[src/sv/escaped_length_frame_deframer_top_defines.svh]
// Assertion macros shared by the escaped length frame deframer.
`ifndef ESCAPED_LENGTH_FRAME_DEFRAMER_TOP_DEFINES_SVH
`define ESCAPED_LENGTH_FRAME_DEFRAMER_TOP_DEFINES_SVH

// Same-cycle implication, checked outside reset.
`define ELD_ASSERT_NOW(lbl, ant, cons) \
    lbl: assert property (@(posedge clk) disable iff (!rst_n) (ant) |-> (cons)) \
        else $error("eld check failed: same-cycle implication");

// Next-cycle implication, checked outside reset.
`define ELD_ASSERT_NEXT(lbl, ant, cons) \
    lbl: assert property (@(posedge clk) disable iff (!rst_n) (ant) |=> (cons)) \
        else $error("eld check failed: next-cycle implication");

`endif

[src/sv/eld_pkg.sv]
// Package with the framing constants and shared types of the deframer.
package eld_pkg;

    // Framing byte codes.
    localparam logic [7:0] HDR_BYTE = 8'hE0;
    localparam logic [7:0] ESC_BYTE = 8'hD0;
    localparam logic [7:0] ESC_HDR  = 8'hDF;

    // One decoded result as it travels through the queue.
    typedef struct packed {
        logic [7:0] payload;
        logic       first;
        logic       last;
    } result_t;

    // Parser state visible to the top level.
    typedef struct packed {
        logic in_frame;
        logic escape_pending;
    } front_status_t;

endpackage

[src/sv/eld_front.sv]
// Front end: accepts raw bytes, tracks framing state and decodes escapes.
module eld_front
(
    input  logic                   clk,
    input  logic                   rst_n,
    input  logic                   in_valid,
    output logic                   in_ready,
    input  logic [7:0]             in_byte,
    input  logic                   queue_full,
    output logic                   push,
    output eld_pkg::result_t       push_data,
    output eld_pkg::front_status_t status
);

    logic       in_frame_reg;
    logic       in_frame_next;
    logic       escape_reg;
    logic       escape_next;
    logic [7:0] length_reg;
    logic [7:0] length_next;
    logic [7:0] count_reg;
    logic [7:0] count_next;

    logic       accept;
    logic       is_hdr;
    logic       is_esc;
    logic       count_at_end;
    logic [7:0] count_inc;
    logic [7:0] decoded;

    // Input side is ready whenever the queue has room.
    assign in_ready = !queue_full;
    assign accept   = in_valid && in_ready;

    assign is_hdr    = (in_byte == eld_pkg::HDR_BYTE);
    assign is_esc    = (in_byte == eld_pkg::ESC_BYTE);
    assign count_inc = count_reg + 8'd1;
    assign count_at_end = (count_inc >= length_reg);

    // Escaped bytes decode to a header code or to the escape code itself.
    always_comb
    begin
        if (escape_reg)
        begin
            decoded = (in_byte == eld_pkg::ESC_HDR) ? eld_pkg::HDR_BYTE : eld_pkg::ESC_BYTE;
        end
        else
        begin
            decoded = in_byte;
        end
    end

    // Classify the byte and work out the next framing state.
    always_comb
    begin
        in_frame_next = in_frame_reg;
        escape_next   = escape_reg;
        length_next   = length_reg;
        count_next    = count_reg;
        push          = 1'b0;
        if (accept)
        begin
            if (is_hdr)
            begin
                in_frame_next = 1'b1;
                escape_next   = 1'b0;
                length_next   = 8'd0;
                count_next    = 8'd0;
            end
            else if (in_frame_reg)
            begin
                if (length_reg == 8'd0)
                begin
                    length_next = in_byte;
                end
                else if (!escape_reg && is_esc)
                begin
                    escape_next = 1'b1;
                end
                else
                begin
                    escape_next = 1'b0;
                    count_next  = count_inc;
                    push        = 1'b1;
                    if (count_at_end)
                    begin
                        in_frame_next = 1'b0;
                    end
                end
            end
        end
    end

    assign push_data.payload = decoded;
    assign push_data.first   = (count_reg == 8'd0);
    assign push_data.last    = count_at_end;

    assign status.in_frame       = in_frame_reg;
    assign status.escape_pending = escape_reg;

    // Framing state registers.
    always_ff @(posedge clk or negedge rst_n)
    begin
        if (!rst_n)
        begin
            in_frame_reg <= 1'b0;
            escape_reg   <= 1'b0;
            length_reg   <= 8'd0;
            count_reg    <= 8'd0;
        end
        else
        begin
            in_frame_reg <= in_frame_next;
            escape_reg   <= escape_next;
            length_reg   <= length_next;
            count_reg    <= count_next;
        end
    end

endmodule

[src/sv/eld_queue.sv]
// Short result queue between the front end and the output channel.
module eld_queue
#(
    parameter int DEPTH = 4
)
(
    input  logic             clk,
    input  logic             rst_n,
    input  logic             push,
    input  eld_pkg::result_t push_data,
    output logic             full,
    output logic             out_valid,
    input  logic             out_ready,
    output eld_pkg::result_t out_data
);

    localparam int PTR_W = (DEPTH > 1) ? $clog2(DEPTH) : 1;
    localparam int CNT_W = $clog2(DEPTH + 1);
    localparam logic [PTR_W-1:0] LAST_PTR = PTR_W'(DEPTH - 1);
    localparam logic [CNT_W-1:0] FULL_CNT = CNT_W'(DEPTH);
    localparam logic [PTR_W-1:0] PTR_ONE  = PTR_W'(1);
    localparam logic [CNT_W-1:0] CNT_ONE  = CNT_W'(1);

    eld_pkg::result_t entries_reg [DEPTH];

    logic [PTR_W-1:0] wr_ptr_reg;
    logic [PTR_W-1:0] wr_ptr_next;
    logic [PTR_W-1:0] rd_ptr_reg;
    logic [PTR_W-1:0] rd_ptr_next;
    logic [CNT_W-1:0] count_reg;
    logic [CNT_W-1:0] count_next;
    logic             pop;

    assign full      = (count_reg == FULL_CNT);
    assign out_valid = (count_reg != '0);
    assign out_data  = entries_reg[rd_ptr_reg];
    assign pop       = out_valid && out_ready;

    // Pointer wrap and occupancy tracking.
    always_comb
    begin
        wr_ptr_next = wr_ptr_reg;
        rd_ptr_next = rd_ptr_reg;
        count_next  = count_reg;
        if (push)
        begin
            wr_ptr_next = (wr_ptr_reg == LAST_PTR) ? '0 : wr_ptr_reg + PTR_ONE;
        end
        if (pop)
        begin
            rd_ptr_next = (rd_ptr_reg == LAST_PTR) ? '0 : rd_ptr_reg + PTR_ONE;
        end
        if (push && !pop)
        begin
            count_next = count_reg + CNT_ONE;
        end
        else if (pop && !push)
        begin
            count_next = count_reg - CNT_ONE;
        end
    end

    // Control registers.
    always_ff @(posedge clk or negedge rst_n)
    begin
        if (!rst_n)
        begin
            wr_ptr_reg <= '0;
            rd_ptr_reg <= '0;
            count_reg  <= '0;
        end
        else
        begin
            wr_ptr_reg <= wr_ptr_next;
            rd_ptr_reg <= rd_ptr_next;
            count_reg  <= count_next;
        end
    end

    // Entry storage; no reset needed for payload.
    always_ff @(posedge clk)
    begin
        if (push)
        begin
            entries_reg[wr_ptr_reg] <= push_data;
        end
    end

endmodule

[src/sv/escaped_length_frame_deframer_top.sv]
// Top level of the escaped length frame deframer.
//
//  Channel   Direction  Handshake            Payload
//  input     in         in_valid/in_ready    in_byte[7:0]
//  output    out        out_valid/out_ready  payload_byte[7:0], frame_first, frame_last
//
// One byte is taken every cycle while the result queue has room; the front end
// parses and decodes it in that same cycle. A decoded byte is registered in the
// queue and reaches the output after any older entries. The QUEUE_DEPTH entries
// of the queue set how long the output may stall before in_ready drops. Reset
// clears the framing state and empties the queue; no clearing pass is needed.
`include "escaped_length_frame_deframer_top_defines.svh"

module escaped_length_frame_deframer_top
#(
    parameter int QUEUE_DEPTH = 4
)
(
    input  logic       clk,
    input  logic       rst_n,
    input  logic       in_valid,
    output logic       in_ready,
    input  logic [7:0] in_byte,
    output logic       out_valid,
    input  logic       out_ready,
    output logic [7:0] payload_byte,
    output logic       frame_first,
    output logic       frame_last
);

    logic                   queue_full;
    logic                   push;
    eld_pkg::result_t       push_data;
    eld_pkg::result_t       out_data;
    eld_pkg::front_status_t status;
    logic                   hdr_accept;

    // Parser and escape decoder.
    eld_front u_front
    (
        .clk        (clk),
        .rst_n      (rst_n),
        .in_valid   (in_valid),
        .in_ready   (in_ready),
        .in_byte    (in_byte),
        .queue_full (queue_full),
        .push       (push),
        .push_data  (push_data),
        .status     (status)
    );

    // Result queue feeding the output channel.
    eld_queue
    #(
        .DEPTH (QUEUE_DEPTH)
    )
    u_queue
    (
        .clk       (clk),
        .rst_n     (rst_n),
        .push      (push),
        .push_data (push_data),
        .full      (queue_full),
        .out_valid (out_valid),
        .out_ready (out_ready),
        .out_data  (out_data)
    );

    assign payload_byte = out_data.payload;
    assign frame_first  = out_data.first;
    assign frame_last   = out_data.last;

    // A header byte taken in this cycle.
    assign hdr_accept = in_valid && in_ready && (in_byte == eld_pkg::HDR_BYTE);

    // A header byte never produces a result.
    `ELD_ASSERT_NOW(a_hdr_no_push, hdr_accept, !push)
    // A header opens a frame with no escape outstanding.
    `ELD_ASSERT_NEXT(a_hdr_opens, hdr_accept, status.in_frame && !status.escape_pending)
    // The last byte of a frame closes it.
    `ELD_ASSERT_NEXT(a_last_closes, push && push_data.last, !status.in_frame)

endmodule

[config.mk]
export PLATFORM = sky130hd
export DESIGN_NAME = escaped_length_frame_deframer_top
export DESIGN_NICKNAME = d
export VERILOG_FILES = /design/src/sv/eld_pkg.sv /design/src/sv/eld_front.sv /design/src/sv/eld_queue.sv /design/src/sv/escaped_length_frame_deframer_top.sv
export VERILOG_INCLUDE_DIRS = /design/src /design/src/sv
export SDC_FILE = /design/constraint.sdc
export NUM_CORES = 1
export LEC_CHECK = 0
export BUFFER_PORTS_ARGS = -buffer_cell sky130_fd_sc_hd__buf_4
export CORE_MARGIN = 2
export CORE_UTILIZATION = 35
export DETAILED_ROUTE_END_ITERATION = 7
export GPL_TIMING_DRIVEN = 0
export RECOVER_POWER = 50
export SLEW_MARGIN = 10
export SYNTH_ARGS = -nofsm -noshare
export SYNTH_HDL_FRONTEND = slang
export SYNTH_SLANG_ARGS = --single-unit
[constraint.sdc]
create_clock -name clk -period 4.2 [get_ports clk]
set_clock_uncertainty 0.2 [all_clocks]
set_input_delay 0.42 -clock clk [delete_from_list [all_inputs] [get_ports clk]]
set_output_delay 0.42 -clock clk [all_outputs]
set_load 0.01 [all_outputs]
==> results of run 1 <==
==> metrics by stage <==
| step | hold WS [ns] | setup WS (ns) | cells | instance area (sq um) |
|---|---|---|---|---|
| finish | 0.151 | 0.949 | 362 | 3580 |
| CTS | 0.141 | 1.08 | 362 | 3620 |
| global placement | 0.152 | 0.752 | 345 | 3410 |
| global route | 0.131 | 0.741 | 362 | 3580 |
| detailed placement | 0.152 | 0.735 | 345 | 3410 |
| floorplan | -0.0756 | 1.40 | 214 | 3100 |
==> repair_timing <==
item	4_1_cts	5_1_grt
hold buffers	1	0
hold endpoints to repair	25	0
setup endpoints to repair	0	0
==> worst reg2reg max path: cells and delay by family, from the launching register on <==
family / cells / cell delay (ns)
compound gates: 1 / 0.39
buf+inv: 2 / 0.31
flops: 1 / 0.40
simple gates: 2 / 0.82
fa+ha+maj: 2 / 0.71
mux: 1 / 0.27
==> cell type report <==
type	instances	area, sq um	area share
Sequential cell	65	1830	0.510
Tap cell	108	135	0.0377
Buffer	5	18.8	0.00524
Clock inverter	7	71.3	0.0199
Inverter	15	56.3	0.0157
Timing Repair Buffer	24	164	0.0457
Multi-Input combinational cell	129	1190	0.332
Clock buffer	9	124	0.0346
==> placed cells by master (no fill, tap or decap), drive strengths merged, types with 6 or more instances in the layout <==
cell type,n
inv,15
mux2,9
clkbuf,19
mux4,10
dfrtp,25
buf,18
nand3,6
ha,16
a22o,8
nor2,7
nand2,7
edfxtp,40
nor2b,7
==> cells by family (layout without fill, tap and decap cells) <==
logic type,count (synthesis),in the layout
adders and majority gates,17,17
muxes,19,19
DFF,65,65
buffers and inverters,20,60
xor gates and xnor gates,7,7
and+or+nand+nor,55,55
AOI/OAI and AO/OA,31,31
==> report_power, final <==
part	switching, mW	total (mW)	internal, mW
sequential	0.114	1.00	0.888
combinational	0.461	0.926	0.465
clock	0.243	0.515	0.272
total	0.818	2.44	1.63
==> path summary, 6_finish.rpt <==
kind	start	end	slack, ns	cells past startpoint
worst max-delay path	in_byte[1]	u_queue.count_reg[1]$_DFFE_PN0P_	0.95	9
worst min-delay path	in_byte[2]	u_front.length_reg[2]$_DFFE_PN0P_	0.15	2
worst max register to register	u_front.length_reg[1]$_DFFE_PN0P_	u_queue.count_reg[1]$_DFFE_PN0P_	1.00	8
worst min register to register	u_queue.count_reg[2]$_DFFE_PN0P_	u_queue.count_reg[2]$_DFFE_PN0P_	0.28	1
max in group asynchronous	rst_n	u_front.length_reg[1]$_DFFE_PN0P_	2.28	2
min in group asynchronous	rst_n	u_queue.count_reg[0]$_DFFE_PN0P_	0.72	2
==> metal layers <==
layer	global-route usage	part of all wire	up-vias
li1	-	-	886
met1	0.173	0.48	914
met2	0.205	0.47	26
met3	0.0487	0.034	5
met4	0.0316	0.0077	0
met5	0	0	-
==> flow_summary_export.csv, run 1 <==
group,metric,value,unit
critical_path,critPathKind,"in2reg",
timing,hold_viol,0,
finish,finalCoreUtilization,0.413,
yosys,synth_edf_count,40,
timing,finalCriticalPeriod,3.25,ns
route,wl_per_cell,15.7,um
outcome,status,"complete, no violations",
yosys,synth_warnings,0,
clock_network,clkTransAtPathRegs,0.07,ns
yosys,netlist_area,0.00310,sq mm
min_path,hold_path.class,"in2reg",
critical_path,cp-end-kind,"flip-flop",
yosys,synth_nets,243,
critical_path,cp.required,4.22,ns
yosys,syn_inst,214,
job,maxCapViolCount,0,
yosys,yosys.area_share.adder,0.0710,
yosys,yosysTopAreaCell,"edfxtp_1",
global_route,antenna_found_initial,0,
yosys,yosys.area_share.simple,0.103,
placed_design,place_hpwl,4100,um
global_route,grt_pass1_vias,1894,
pwr,p_leak,1.45,nW
critical_path,cpPeakStageDelay,0.62,ns
clock_network,worstSkewPairLatency,0.34,ns
yosys,yosysSeqAreaShare,0.589,
critical_path,worst_path_max_delay_cell,"nor4_1",
yosys,synth_top_family_by_area,"multiplexers",
clock_network,cts_tree,"done",
timing,max_freq,308,MHz
floorplanning,die_height,98.2,um
global_route,grt_max_degree,26,
yosys,synth_commonest_cells,"edfxtp_1 (40), dfrtp_1 (25), ha_1 (16)",
route,drtPass1Iterations,4,
critical_path,crit_fanout,9,
yosys,muxShareOfSynthArea,0.111,
clock_network,cts_setup_buffers,0,
timing,timing.setup.tns,0,ns
floorplanning,die_w,98.2,um
timing,fin_crit_sh,0.774,
floorplanning,fp-row-count,34,
finish,fin_nets,278,
critical_path,cp-start-kind,"input port",
yosys,synth_area_leaders,"edfxtp_1 (39%), dfrtp_1 (20%), mux4_2 (7.3%), ha_1 (6.5%), mux2_4 (2.4%)",
floorplanning,io_pins,24,
floorplanning,fp.dieArea,0.00963,sq mm
yosys,synth_top_cell_area_share,0.387,
yosys,synth_flop_cell,"edfxtp_1",
yosys,ys_seq_elements,65,
clock_network,htreeDepth,3,
clock_network,clockRootBuffer,"clkbuf_8",
critical_path,critPathMostFrequentCell,"clkbuf_1",
finish,syn_to_final_growth,15.5,%
finish,drive_gt1_frac,0.236,
placed_design,place.gp.congestion,0.733,
route,antenna_left,0,
yosys,syn_avg_cell_area,14.5,sq um
floorplanning,start_util,0.358,
timing,slew_violations,0,
route,route.detailed.drc,0,
route,vias_per_cell,5.06,
yosys,async_reset_ff_frac,0.385,
clock_network,cts_sinks,65,
finish,largest_reg_flops,40,
pwr,peakVddDrop,0.000236,V
pwr,total_power,2.44,mW
timing,grt_setup_unrepaired,"false",
critical_path,crit_chain,"clkbuf_1, nor4_1, o2111ai_1, and2_1, clkbuf_1, ha_1, inv_1, fa_1, mux2_2",
global_route,grt_overflow,0,
route,routed_wl,5690,um
timing,maxSlewHeadroom,0.0902,
yosys,ys_types,49,
timing,setup_viol,0,
finish,fill_cells,815,
clock_network,numCtsBuffers,9,
pwr,power_density,682,mW/mm^2
route,num_vias,1831,
floorplanning,core_area,0.00868,sq mm
clock_network,post_cts_resized,0,
critical_path,crit_arrival,3.27,ns
finish,antenna_cells,0,
critical_path,crit_buf_inv,3,
yosys,synth_most_common_cell,"edfxtp_1",
global_route,grt_usage,0.130,
yosys,synth_compound_area_frac,0.0790,
timing,worst_pin_slew,1.36,ns
route,drt-initial-drc-count,109,
clock_network,clk_path_buf_depth,2,
placed_design,io_buffers,23,
global_route,grt_pass1_wl,9580,um
yosys,synth-xor-area-share,0.0198,
critical_path,crit_family,"simple AND/OR/NAND/NOR gates",
Note: power is estimated with default switching activity, not from simulation.
==> run 2: changes to the inputs <==
- clock period: 4.2 -> 2.6 ns (I/O delays scaled with it)
==> flow_summary_export.csv, run 2 (synthesis results as in run 1) <==
group,metric,value,unit
route,drtPass1Iterations,4,
critical_path,endpoint,"u_queue.count_reg[1]$_DFFE_PN0P_",
finish,mostFrequentLayoutCells,"edfxtp_1 (40), buf_4 (29), dfrtp_1 (25)",
critical_path,rr_endpoint,"u_queue.count_reg[1]$_DFFE_PN0P_",
critical_path,cp-end-kind,"flip-flop",
clock_network,clk_path_buf_depth,2,
finish,antenna_cells,0,
floorplanning,fp.dieArea,0.00963,sq mm
floorplanning,core_area,0.00868,sq mm
floorplanning,die_w,98.2,um
clock_network,clockRootBuffer,"clkbuf_8",
pwr,power_density,1110,mW/mm^2
route,drt-initial-drc-count,51,
global_route,grt_pass1_vias,1965,
pwr,p_leak,1.56,nW
clock_network,clkTransAtPathRegs,0.08,ns
critical_path,r2r-start,"u_front.length_reg[2]$_DFFE_PN0P_",
finish,regArea,0.00183,sq mm
timing,worst_pin_slew,1.48,ns
placed_design,place_hpwl,4240,um
global_route,grt_pass1_wl,10000,um
timing,setup_viol,0,
route,wl_per_cell,16.1,um
critical_path,cp-start-kind,"flip-flop",
floorplanning,io_pins,24,
pwr,total_power,4.25,mW
placed_design,place.gp.congestion,0.774,
finish,fill_cells,829,
global_route,grt_usage,0.135,
clock_network,cts_sinks,65,
finish,largest_reg_flops,40,
timing,finalCriticalPeriod,2.56,ns
route,routed_wl,6110,um
pwr,peakVddDrop,0.000417,V
finish,fin_nets,295,
critical_path,worst-r2r-cell-count,7,
finish,finalCoreUtilization,0.439,
placed_design,io_buffers,23,
clock_network,htreeDepth,3,
route,vias_per_cell,5.00,
timing,slew_violations,0,
route,antenna_left,0,
critical_path,r2r_setup_slack,0.04,ns
critical_path,crit_path_start,"u_front.length_reg[2]$_DFFE_PN0P_",
timing,fin_crit_sh,0.983,
global_route,antenna_found_initial,0,
critical_path,crit_arrival,2.59,ns
timing,hold_viol,0,
outcome,status,"complete, no violations",
min_path,hold_path.class,"in2reg",
clock_network,worstSkewPairLatency,0.35,ns
global_route,grt_max_degree,26,
clock_network,numCtsBuffers,9,
floorplanning,start_util,0.358,
route,route.detailed.drc,0,
finish,syn_to_final_growth,22.9,%
finish,final_common_cell,"edfxtp_1",
job,maxCapViolCount,0,
critical_path,cp.required,2.64,ns
timing,max_freq,391,MHz
finish,multi_input_area,0.00124,sq mm
floorplanning,die_height,98.2,um
timing,grt_setup_unrepaired,"true",
global_route,grt_overflow,0,
critical_path,crit_fanout,3,
clock_network,cts_tree,"done",
critical_path,critPathKind,"reg2reg",
route,num_vias,1894,
timing,worst_hold_slack,0.0616,ns
timing,maxSlewHeadroom,0.0150,
floorplanning,fp-row-count,34,
finish,drive_gt1_frac,0.310,
==> run 2: metrics by stage <==
| stage | TNS [ns] | setup WS [ns] | instance area (sq um) | cells |
|---|---|---|---|---|
| finish | 0 | 0.0436 | 3810 | 379 |
| global route | -0.00913 | -0.00913 | 3810 | 379 |
| CTS | -0.0987 | -0.0987 | 3770 | 374 |
| detailed placement | -1.16 | -0.556 | 3440 | 345 |
| global placement | -1.12 | -0.552 | 3440 | 345 |
| floorplan | -0.0709 | -0.0709 | 3130 | 214 |
==> run 2: report_power, final <==
part	internal, mW	total [mW]	leakage [nW]	switching (mW)
clock network	0.452	0.877	0.104	0.425
logic	0.919	1.75	0.782	0.834
registers	1.43	1.62	0.679	0.184
total	2.81	4.25	1.56	1.44
==> run 2: how the worst min path moves through the flow <==
stage                     cells after the start  startpoint                               end
final                                         3    in_valid  u_front.in_frame_reg$_DFFE_PN0P_
after global routing                          3    in_valid  u_front.in_frame_reg$_DFFE_PN0P_
after CTS                                     3    in_valid  u_front.in_frame_reg$_DFFE_PN0P_
after detailed placement                      1       rst_n  u_front.count_reg[5]$_DFFE_PN0P_
after global placement                        1       rst_n  u_front.count_reg[7]$_DFFE_PN0P_
after floorplan                               0       rst_n  u_front.count_reg[0]$_DFFE_PN0P_
==> run 2: repair_timing <==
action,CTS,global route
hold endpoints to repair,33,0
gates resized for setup,4,3
pin swaps,2,3
setup buffers,4,6
hold buffers,9,0
endpoints found under the setup margin,15,7
==> run 2: cell type report <==
class | instances | share of cell area
Buffer | 4 | 0.00624
Multi-Input combinational cell | 129 | 0.327
Tap cell | 108 | 0.0354
Timing Repair Buffer | 42 | 0.0847
Inverter | 15 | 0.0148
Clock buffer | 9 | 0.0325
Clock inverter | 7 | 0.0207
Sequential cell | 65 | 0.479
==> run 2: worst max-delay path: stages (launching register included) <==
cell	delay, ns
dfrtp_1	0.38
or4_4	0.54
o2111a_2	0.29
and2_4	0.18
ha_4	0.16
inv_2	0.04
fa_1	0.39
mux2_2	0.26
==> run 2: routing by layer <==
layer | GRT usage | vias to the layer above | routed length, um
met5 | 0 | - | 0
met4 | 0.0485 | 0 | 77
met3 | 0.0372 | 10 | 222
met2 | 0.230 | 27 | 3110
met1 | 0.166 | 930 | 2700
li1 | - | 927 | -
